### config.mk
export PLATFORM = sky130hd
export DESIGN_NAME = ile_front
export DESIGN_NICKNAME = d
export VERILOG_FILES = /design/src/hw/rtl/ile_pkg.sv /design/src/hw/rtl/ile_front.sv
export SDC_FILE = /design/constraint.sdc
export NUM_CORES = 1
export LEC_CHECK = 0
export BUFFER_PORTS_ARGS = -buffer_cell sky130_fd_sc_hd__buf_2
export CAP_MARGIN = 40
export CORE_MARGIN = 5
export CORE_UTILIZATION = 50
export DETAILED_ROUTE_END_ITERATION = 8
export MAX_ROUTING_LAYER = met4
export PLACE_DENSITY = 0.76
export SLEW_MARGIN = 40
export SYNTH_ARGS = -nofsm -noshare
export SYNTH_HDL_FRONTEND = slang
export SYNTH_SLANG_ARGS = --single-unit
### constraint.sdc
create_clock -name clk_i -period 5.6 [get_ports clk_i]
set_clock_uncertainty 0.15 [all_clocks]
set_input_delay 0.56 -clock clk_i [delete_from_list [all_inputs] [get_ports clk_i]]
set_output_delay 0.56 -clock clk_i [all_outputs]
set_load 0.02 [all_outputs]
### src/hw/rtl/ile_pkg.sv
// ----------------------------------------------------------------------------
// ile_pkg
// Shared types and constants for the indexed list engine.
// ----------------------------------------------------------------------------
package ile_pkg;

  localparam int unsigned Capacity  = 64;
  localparam int unsigned DataWidth = 32;
  localparam int unsigned IdxW      = $clog2(Capacity);
  localparam int unsigned CntW      = $clog2(Capacity + 1);

  typedef enum logic [2:0] {
    OP_INS_FRONT = 3'd0,
    OP_INS_REAR  = 3'd1,
    OP_INS_IDX   = 3'd2,
    OP_REM_FRONT = 3'd3,
    OP_REM_REAR  = 3'd4,
    OP_REM_IDX   = 3'd5,
    OP_READ_IDX  = 3'd6,
    OP_NOP       = 3'd7
  } op_e;

  typedef enum logic [1:0] {
    ST_DONE  = 2'd0,
    ST_EMPTY = 2'd1,
    ST_FULL  = 2'd2,
    ST_RANGE = 2'd3
  } status_e;

  typedef enum logic [1:0] {
    ACT_NONE   = 2'd0,
    ACT_INSERT = 2'd1,
    ACT_REMOVE = 2'd2,
    ACT_READ   = 2'd3
  } act_e;

  typedef struct packed {
    logic [2:0]  operation;
    logic [5:0]  position;
    logic [31:0] data_in;
  } in_item_t;

  typedef struct packed {
    logic [1:0]  status;
    logic [6:0]  entry_count;
    logic [31:0] data_out;
  } out_item_t;

  // Classified command passed from front end to back end.
  typedef struct packed {
    act_e                 act;
    logic [6:0]           pos;
    logic [DataWidth-1:0] word;
  } cmd_t;

endpackage

### src/hw/rtl/ile_front.sv
// ----------------------------------------------------------------------------
// ile_front
// Accepts input items, classifies them and queues commands for the back end.
// ----------------------------------------------------------------------------
module ile_front (
  input  logic              clk_i,
  input  logic              rst_ni,
  input  logic              in_valid_i,
  output logic              in_ready_o,
  input  ile_pkg::in_item_t in_item_i,
  output logic              cmd_valid_o,
  input  logic              cmd_ready_i,
  output ile_pkg::cmd_t     cmd_o
);
  import ile_pkg::*;

  // Two-entry command queue.
  cmd_t       fifo_q [2];
  logic       wr_ptr_q, rd_ptr_q;
  logic [1:0] cnt_q;
  cmd_t       cmd_new;
  logic       push, pop;

  always_comb begin
    cmd_new.word = in_item_i.data_in[DataWidth-1:0];
    cmd_new.pos  = {1'b0, in_item_i.position};
    unique case (in_item_i.operation)
      OP_INS_FRONT: begin cmd_new.act = ACT_INSERT; cmd_new.pos = '0; end
      OP_INS_REAR:  begin cmd_new.act = ACT_INSERT; cmd_new.pos = 7'h7f; end
      OP_INS_IDX:   cmd_new.act = ACT_INSERT;
      OP_REM_FRONT: begin cmd_new.act = ACT_REMOVE; cmd_new.pos = '0; end
      OP_REM_REAR:  begin cmd_new.act = ACT_REMOVE; cmd_new.pos = 7'h7f; end
      OP_REM_IDX:   cmd_new.act = ACT_REMOVE;
      OP_READ_IDX:  cmd_new.act = ACT_READ;
      default:      cmd_new.act = ACT_NONE;
    endcase
  end

  assign in_ready_o  = (cnt_q != 2'd2);
  assign push        = in_valid_i && in_ready_o;
  assign cmd_valid_o = (cnt_q != 2'd0);
  assign pop         = cmd_valid_o && cmd_ready_i;
  assign cmd_o       = fifo_q[rd_ptr_q];

  always_ff @(posedge clk_i) begin
    if (push) fifo_q[wr_ptr_q] <= cmd_new;
  end

  always_ff @(posedge clk_i or negedge rst_ni) begin
    if (!rst_ni) begin
      wr_ptr_q <= 1'b0;
      rd_ptr_q <= 1'b0;
      cnt_q    <= '0;
    end else begin
      if (push) wr_ptr_q <= ~wr_ptr_q;
      if (pop)  rd_ptr_q <= ~rd_ptr_q;
      cnt_q <= cnt_q + {1'b0, push} - {1'b0, pop};
    end
  end

`ifndef ASSERT_OFF
  a_cnt_range: assert property (@(posedge clk_i) disable iff (!rst_ni)
    cnt_q != 2'd3) else $error("queue count overflow");
  a_push_grows: assert property (@(posedge clk_i) disable iff (!rst_ni)
    (push && !pop) |=> cnt_q == $past(cnt_q) + 2'd1) else $error("push lost");
  a_pop_shrinks: assert property (@(posedge clk_i) disable iff (!rst_ni)
    (pop && !push) |=> cnt_q == $past(cnt_q) - 2'd1) else $error("pop lost");
`endif
endmodule

==> run metrics, run 1 <==
Placed Cells 330; core box area 6390 sq um; detailed router's first-iteration violation count 86; final cycle utilization of the critical path a little over two fifths; postcts setup bufs 0; worst slack, placed around 3400 ps; Final Setup Violations 0; top_reg_cell synth edfxtp_1; H-tree lvl count 3; top cells by area, synth edfxtp_1 75%, mux2_2 14%, dfrtp_1 3.0%, nor2_1 1.8%, xnor2_1 1.3%; Peak Freq between 400 and 500 MHz; sequential power share 48.2%; cell with the most instances after synthesis edfxtp_1; LEAKAGE 1.50 nW; DRC viols 0; number of CTS-inserted buffers 9; status finished, final reports clean; worst skew pair latency around 330 ps; Post-Synth XOR/XNOR Area roughly 1.3%; Antenna diodes 0; Worst Max-Slew Pin Slew around 560 ps; Synth area leader edfxtp_1; GRT Total Usage 14.7%; mux cell area share after synthesis between 10 and 15%; Detailed Routing Iterations Pass 1 4; die height slightly above 90 um; Clock transition at path regs about 90 ps; YS warnings 0; reg2reg end fifo_q[0][38]$_DFFE_PP_; largest net degree at the start of global routing 43; mean post-synth cell area between 15 and 20 sq um; Synth top cells by count 82 x edfxtp_1, 41 x mux2_2, 16 x nor2_1, 5 x xnor2_1; Rows 29; Crit Path Class reg -> out; Ports 88; area delta synth->final 21.9%; Initial Util a little over 50%; worst-path fanout max 42; Synth Area in Compound Gates under 10%; fin crit period about 2400 ps; r2r startpoint cnt_q[0]$_DFF_PN0_; Hold Vio Cnt, Final 0; relative slew slack between 60% and 70%; Critical Path RT 4890 ps; internal power ~1.4 mW; average wire per standard cell 16.9 um; flop-to-flop setup slack roughly 3500 ps; post-route insts no fill between 300 and 400; Cell Pwr Density about 510 nW/um^2; layout cell share with drive strength beyond 1 55.2%; fraction of registers with async set/reset between 4 and 5%; fin. max-slew vios 0; Max Cap Viol 0; Final WS setup approximately 3200 ps; simple-gate share of the synthesized area 3.27%; Die W roughly 91 um; fillers 486; Remaining Overflow, GRT 0; post-synth top area share about three quarters; Clock power frac about a fifth; largest family of logic cells by synthesized area multiplexers; Worst setup endpoint cmd_o[19]; Post-synth EDFFs 82; syn nets approximately 220; setup_tns 0 ps; RSZ-0062 raised after global routing false; post-route ant nets 0; Crit path arrival time roughly 1700 ps; Cell Area, Synth 3290 sq um; storage element area around 2600 sq um; Via-to-Cell Ratio between 5 and 6; Sw Ratio between 30% and 40%; first-pass GRT wire length roughly 9200 um; number of distinct library cells after synthesis 21; final HPWL from detailed placement 3950 um; Post-Synth Adder-Cell Area 0.381%; Max Buffers Root-to-Sink 2; total die area 8290 sq um; Setup crit end kind output port; HP Class in -> reg; R2R depth 4; vias post-DR between 1,500 and 2,000; Post-Syn Instances 170; fin util 62.7%; CTS Sinks 86; post-cts sizing count 0; Setup crit start rd_ptr_q$_DFFE_PN0P_; initial antenna violation count 0; Multi-input gate area 701 sq um; fin nets 311; crit path launch type flop; number of global-route vias before repair about 1,900; Clock Root Buffer clkbuf_8; TritonCTS clock tree done; Tot Pwr just over 2 mW; gpl congestion 0.707; Switch Pwr 685 uW; PortBufs 87; sequential share of the synthesized area just under 80%; Comb pwr share between 30% and 40%; flops & latches, synth 86; DRT Wirelength just under 6000 um; VDD IR max ~0.25 mV
worst min-delay path by stage:
stage / endpoint / cells past startpoint / slack [ps] / startpoint
2_1_floorplan: cnt_q[0]$_DFF_PN0_ / 0 / 110 / rst_ni
3_3_place_gp: cnt_q[1]$_DFF_PN0_ / 1 / 220 / rst_ni
3_5_place_dp: cnt_q[1]$_DFF_PN0_ / 1 / 220 / rst_ni
4_1_cts: fifo_q[0][16]$_DFFE_PP_ / 1 / 240 / in_item_i[16]
5_1_grt: fifo_q[1][12]$_DFFE_PP_ / 1 / 230 / in_item_i[12]
6_report: fifo_q[0][16]$_DFFE_PP_ / 1 / 260 / in_item_i[16]
routing by layer:
layer	track usage (%)	part of all wire [%]
met5	-	0
met4	6.60	1.3
met3	3.72	5.8
met2	24.3	52
met1	16.9	41
layout by cell type, fill, tap and decap left out, drive strengths merged:
master | Yosys | routed
a21oi | 2 | 2
buf | 5 | 88
edfxtp | 82 | 82
nand3 | 1 | 1
nor2b | 1 | 1
clkinvlp | 0 | 3
xnor2 | 5 | 5
nand2b | 1 | 1
o21ai | 1 | 1
and3 | 1 | 1
dlygate4sd3 | 0 | 1
mux2i | 1 | 1
bufinv | 0 | 1
dfrtp | 4 | 4
a21bo | 1 | 1
or2 | 2 | 2
a32oi | 1 | 1
nand2 | 3 | 3
clkinv | 0 | 3
nor2 | 16 | 16
mux2 | 41 | 41
clkbuf | 0 | 9
ha | 1 | 1
a211oi | 1 | 1
power groups by stage:
stage | registers (mW) | logic, mW | clock network (mW)
2_1_floorplan | 0.930 | 0.526 | 0
3_3_place_gp | 0.996 | 0.662 | 0
3_5_place_dp | 1.01 | 0.667 | 0
4_1_cts | 0.993 | 0.672 | 0.417
5_1_grt | 1.01 | 0.706 | 0.441
6_report | 0.987 | 0.657 | 0.405
state kept, by name (all words and copies together) (netlist names):
register,count
rd_ptr_q,1
cnt_q,2
wr_ptr_q,1
fifo_q,82
per-stage QoR:
stage          area, sq um  hold slack, ps
4_1_cts               4010             238
5_1_grt               4010             230
6_report              4010             255
3_3_place_gp          3800             221
2_1_floorplan         3290             114
3_5_place_dp          3810             219
worst max-delay path, stage by stage, from the launching register on:
cell,delay [ps]
dfrtp_4,800
mux2_2,410
buf_2,160
layout make-up:
class | count | area share, %
clock buffer | 9 | 3.09
clock inverter | 7 | 1.62
multi-input combinational | 79 | 17.5
sequential | 86 | 64.1
tap | 77 | 2.41
timing repair buffer | 89 | 11.3
logic make-up (layout without fill, tap and decap cells):
logic type                 count (synthesis)  count (layout)
buffers and inverters                      5             105
adders and majority gates                  1               1
and+or+nand+nor                           25              25
muxes                                     42              42
DFF                                       86              86
xor gates and xnor gates                   5               5
AOI/OAI and AO/OA                          6               6
timing repair:
item / 4_1_cts / 5_1_grt
hold buffers: 1 / 0
setup endpoints to repair: 0 / 0
hold endpoints to repair: 4 / 0
No activity file was read; power rests on OpenSTA's default activity.
==> run 2, diff against run 1 <==
--- a/config.mk
+++ b/config.mk
@@ -8,10 +8,10 @@
 export BUFFER_PORTS_ARGS = -buffer_cell sky130_fd_sc_hd__buf_2
 export CAP_MARGIN = 40
 export CORE_MARGIN = 5
-export CORE_UTILIZATION = 50
+export CORE_UTILIZATION = 47
 export DETAILED_ROUTE_END_ITERATION = 8
 export MAX_ROUTING_LAYER = met4
-export PLACE_DENSITY = 0.76
+export PLACE_DENSITY = 0.75
 export SLEW_MARGIN = 40
 export SYNTH_ARGS = -nofsm -noshare
 export SYNTH_HDL_FRONTEND = slang
==> constraint.sdc (replaced) <==
create_clock -name clk_i -period 2.23 [get_ports clk_i]
set_clock_uncertainty 0.15 [all_clocks]
set_input_delay 0.223 -clock clk_i [delete_from_list [all_inputs] [get_ports clk_i]]
set_output_delay 0.223 -clock clk_i [all_outputs]
set_load 0.02 [all_outputs]
==> run 2 against run 1 <==
Against the previous run:
- core utilization increased by 1.6 points
- register-to-register slack got worse by 2900 ps
- design area increased by 9.1%
- non-clock buffer count increased by 37
- combinational power increased to 2.9 times the previous value
- global-route usage increased by 0.43 points
- sequential power increased by 140%
- worst hold slack got worse by 200 ps
- power increased to 2.5 times the previous value
- largest power group unchanged
- via count increased by 7.5%
- highest routed layer unchanged
==> run metrics, run 2 (synthesized netlist as in run 1, its figures left out) <==
detailed router's first-iteration violation count 40; CP cell instances buf_4 > mux2_2 > buf_2; commonest cells after routing, fill and taps aside 87 x buf_2, 82 x edfxtp_1, 41 x mux2_2; total die area 8760 sq um; RSZ-0062 raised after global routing false; Final Setup Violations 0; Clock power frac between 10% and 20%; internal power about 3.4 mW; gpl congestion approximately 0.70; Max Buffers Root-to-Sink 2; area delta synth->final 33.0%; Crit Path Class reg -> out; Peak Freq approximately 530 MHz; status finished, final reports clean; Antenna diodes 0; LEAKAGE approximately 1.7 nW; fin crit period 1870 ps; CTS Sinks 86; TritonCTS clock tree done; Ports between 80 and 90; first-pass GRT wire length between 9000 and 10,000 um; PortBufs 87; crit path launch type flop; final cycle utilization of the critical path 84.0%; Detailed Routing Iterations Pass 1 4; Clock Root Buffer clkbuf_8; average wire per standard cell about 15 um; Initial Util around half; Via-to-Cell Ratio approximately 4.7; Die W ~94 um; fin. max-slew vios 0; critical path's largest stage delay just over 400 ps; WP buf/inv 2; HP Class in -> reg; setup_tns 0 ps; die height about 94 um; GRT Total Usage around 15%; Rows 30; Sw Ratio 33.9%; fillers ~500; Clock transition at path regs 70 ps; Comb pwr share 37.2%; H-tree lvl count 3; core box area just under 7000 sq um; Multi-input gate area between 600 and 700 sq um; vias post-DR approximately 1,900; Switch Pwr around 1.8 mW; number of global-route vias before repair about 2,000; VDD IR max between 0.6 and 0.7 mV; CP top delay family flip-flops; Hold Vio Cnt, Final 0; hold_buf cts 33; Max stage delay cell, worst path dfrtp_2; Critical Path RT roughly 1900 ps; layout cell share with drive strength beyond 1 50.2%; Final WS setup 357 ps; Crit path arrival time around 1500 ps; fin nets approximately 350; Cell Pwr Density 1180 nW/um^2; sequential power share between 40% and 50%; Setup crit end kind output port; storage element area roughly 2600 sq um; Top Registers fifo_q (82), cnt_q (2); post-route ant nets 0; post-cts sizing count 0; largest net degree at the start of global routing 29; Largest register FFs 82; worst-path fanout max 13; worst slack, placed between 500 and 600 ps; initial antenna violation count 0; Largest Register fifo_q; Remaining Overflow, GRT 0; Max Cap Viol 0; worst skew pair latency approximately 340 ps; DRC viols 0; DRT Wirelength between 6000 and 7000 um; relative slew slack 67.2%; postcts setup bufs 0; number of CTS-inserted buffers 9; final HPWL from detailed placement between 3000 and 4000 um; most common cell after layout, fill and taps aside buf_2; Worst Max-Slew Pin Slew 493 ps
run 2: power groups by stage:
stage | combinational, mW | clock, mW | sequential, mW
after floorplan | 1.33 | 0 | 2.33
after global placement | 1.88 | 0 | 2.35
after detailed placement | 1.90 | 0 | 2.37
after CTS | 1.95 | 0.942 | 2.33
after global routing | 2.08 | 1.02 | 2.36
final | 1.92 | 0.916 | 2.33
run 2: worst min-delay path, cell delays in order:
cell and delay, ps:
buf_2 130, nand2_1 90, xnor2_1 70
run 2: metrics by stage:
stage          total power [mW]  hold WS, ps  cell area (sq um)  cells  util (%)
2_1_floorplan              3.66         -223               3290    170         -
3_3_place_gp               4.23         -111               3870    354      57.0
3_5_place_dp               4.26         -104               3870    354      57.0
4_1_cts                    5.22         46.5               4370    403      64.3
5_1_grt                    5.46         59.2               4370    403      64.3
6_report                   5.17         58.9               4370    403      64.3
run 2: worst paths after layout:
path / slack [ps] / start / endpoint / cells past startpoint
max in group asynchronous: 1710 / rst_ni / rd_ptr_q$_DFFE_PN0P_ / 2
worst min-delay path: 60 / cmd_ready_i / rd_ptr_q$_DFFE_PN0P_ / 3
worst min register to register: 370 / rd_ptr_q$_DFFE_PN0P_ / rd_ptr_q$_DFFE_PN0P_ / 1
worst max-delay path: 360 / rd_ptr_q$_DFFE_PN0P_ / cmd_o[39] / 3
min in group asynchronous: 80 / rst_ni / cnt_q[1]$_DFF_PN0_ / 2
worst max register to register: 590 / cnt_q[0]$_DFF_PN0_ / fifo_q[0][2]$_DFFE_PP_ / 4
run 2: per-layer routing:
| layer | track usage, % | routed length, um |
|---|---|---|
| met5 | - | 0 |
| met3 | 3.38 | 406 |
| met4 | 7.22 | 76 |
| met1 | 18.3 | 2600 |
| met2 | 24.2 | 3020 |
run 2: final cells by class:
cell class	instances	area share [%]
repair buffers	126	18.8
flip-flops and latches	86	58.7
clock buffers	10	2.92
multi-input cells	79	15.9
clock inverters	6	0.887
well taps	96	2.75
==> run 3, diff against run 2 <==
--- a/config.mk
+++ b/config.mk
@@ -8,10 +8,10 @@
 export BUFFER_PORTS_ARGS = -buffer_cell sky130_fd_sc_hd__buf_2
 export CAP_MARGIN = 40
 export CORE_MARGIN = 5
-export CORE_UTILIZATION = 47
+export CORE_UTILIZATION = 50
 export DETAILED_ROUTE_END_ITERATION = 8
 export MAX_ROUTING_LAYER = met4
-export PLACE_DENSITY = 0.75
+export PLACE_DENSITY = 0.76
 export SLEW_MARGIN = 40
 export SYNTH_ARGS = -nofsm -noshare
 export SYNTH_HDL_FRONTEND = slang
==> constraint.sdc (replaced) <==
create_clock -name clk_i -period 1.8 [get_ports clk_i]
set_clock_uncertainty 0.15 [all_clocks]
set_input_delay 0.18 -clock clk_i [delete_from_list [all_inputs] [get_ports clk_i]]
set_output_delay 0.18 -clock clk_i [all_outputs]
set_load 0.02 [all_outputs]
==> run 3 against run 2 <==
Against the previous run:
- the flow now finishes with violations (negative setup slack)
- cell count decreased by 3.2%
- sequential share of layout area decreased by 4.9 points
- core utilization increased by 10 points
- largest power group is now combinational cells
==> run metrics, run 3 (synthesized netlist as in run 1, its figures left out) <==
Clock transition at path regs approximately 80 ps; Switch Pwr around 2.4 mW; total die area 8290 sq um; largest net degree at the start of global routing 41; fin. max-slew vios 0; LEAKAGE 1.85 nW; critical path's largest stage delay roughly 380 ps; GRT Total Usage 16.2%; Peak Freq roughly 540 MHz; Ports 88; fin area between 4000 and 5000 sq um; fin crit period 1850 ps; post-route ant nets 0; number of CTS-inserted buffers 9; Tot Pwr between 7 and 8 mW; layout cell share with drive strength beyond 1 just over 50%; vias post-DR ~2,000; Critical Path RT between 1000 and 1500 ps; Max Cap Viol 0; Max stage delay cell, worst path dfrtp_2; post-route insts no fill between 300 and 400; status finished with violations; Cell Pwr Density about 1600 nW/um^2; first-pass GRT wire length 10,200 um; DRT Wirelength around 6900 um; Via-to-Cell Ratio between 5 and 6; CP cell instances buf_12 > clkbuf_16 > mux2_2 > buf_6; flop-to-flop setup slack approximately 200 ps; final cycle utilization of the critical path 103%; Hold Vio Cnt, Final 0; worst slack, placed between 200 and 250 ps; commonest cells after routing, fill and taps aside 82 x edfxtp_1, 62 x buf_2, 36 x mux2_2; most common cell after layout, fill and taps aside edfxtp_1; Max Buffers Root-to-Sink 2; dpl cell area just under 4000 sq um; die height between 90 and 100 um; worst-path fanout max 7; core box area about 6400 sq um; number of global-route vias before repair just over 2,000; gpl congestion ~0.7; area delta synth->final 45.2%; H-tree lvl count 3; failing checks negative setup slack; CTS Sinks between 80 and 90; Rows 29; TritonCTS clock tree done; Initial Util 51.4%; relative slew slack between 70% and 80%; Crit path arrival time roughly 1500 ps; sequential power share a little under two fifths; internal power 5.39 mW; DRC viols 0; HP Class in -> async; Crit Path Class reg -> out; detailed router's first-iteration violation count 98; Final WS setup -45.9 ps; setup_tns -850 ps; Comb pwr share 40.8%; worst skew pair latency ~340 ps; Die W between 90 and 100 um; Remaining Overflow, GRT 0; Hold WS around 16 ps; Antenna diodes 0; Detailed Routing Iterations Pass 1 4; fin nets 354; Setup crit end kind output port; Worst Max-Slew Pin Slew 404 ps; Placed Cells between 300 and 400; average wire per standard cell roughly 18 um; VDD IR max ~1.3 mV; crit path launch type flop; PortBufs between 80 and 90; final HPWL from detailed placement 4020 um; Sw Ratio 30.8%; RSZ-0062 raised after global routing true; initial antenna violation count 0; Final Setup Violations 37; Clock Root Buffer clkbuf_8; fin util 74.7%; Largest register FFs 82; Largest Register fifo_q; Clock power frac a little over a fifth; Top Registers fifo_q (82), cnt_q (2)
run 3: cell type report:
| cell class | count | area (sq um) |
|---|---|---|
| Multi-Input combinational cell | 79 | 731 |
| Clock inverter | 7 | 136 |
| Fill cell | 402 | 1620 |
| Timing Repair Buffer | 132 | 1120 |
| Sequential cell | 86 | 2560 |
| Clock buffer | 9 | 124 |
| Tap cell | 77 | 96.3 |
run 3: per-layer routing:
| metal | wire length, um | up-vias | GRT usage, % | part of all wire [%] |
|---|---|---|---|---|
| met2 | 3580 | 61 | 26.2 | 52 |
| met5 | 0 | - | - | 0 |
| met3 | 340 | 12 | 3.55 | 4.9 |
| met1 | 2890 | 953 | 19.5 | 42 |
| met4 | 105 | 0 | 7.33 | 1.5 |
| li1 | - | 927 | - | - |
run 3: power by group through the flow:
stage	logic (mW)	clock network (mW)	registers [mW]
finish	3.18	1.71	2.91
detailed placement	2.39	0	2.98
global placement	2.35	0	2.95
CTS	2.52	1.74	2.91
floorplan	1.67	0	2.89
global route	3.33	1.83	2.95
run 3: timing repair:
item	in CTS	in global routing
hold buffers	34	0
setup endpoints to repair	35	37
setup buffers	2	1
gates cloned	0	3
gates resized for setup	2	58
hold endpoints to repair	69	0
run 3: final timing paths:
| check | depth (start not counted) | end | startpoint |
|---|---|---|---|
| min reg2reg | 1 | wr_ptr_q$_DFFE_PN0P_ | wr_ptr_q$_DFFE_PN0P_ |
| max reg2reg | 3 | fifo_q[1][38]$_DFFE_PP_ | cnt_q[0]$_DFF_PN0_ |
| min | 2 | rd_ptr_q$_DFFE_PN0P_ | rst_ni |
| max in group asynchronous | 2 | rd_ptr_q$_DFFE_PN0P_ | rst_ni |
| min in group clk_i | 3 | wr_ptr_q$_DFFE_PN0P_ | in_valid_i |
| max | 4 | cmd_o[26] | rd_ptr_q$_DFFE_PN0P_ |
run 3: critical path: cells and delay by family, from the launching register on:
| kind | cells | cell delay, ps |
|---|---|---|
| buffers and inverters | 3 | 440 |
| multiplexers | 1 | 350 |
| flip-flops | 1 | 380 |
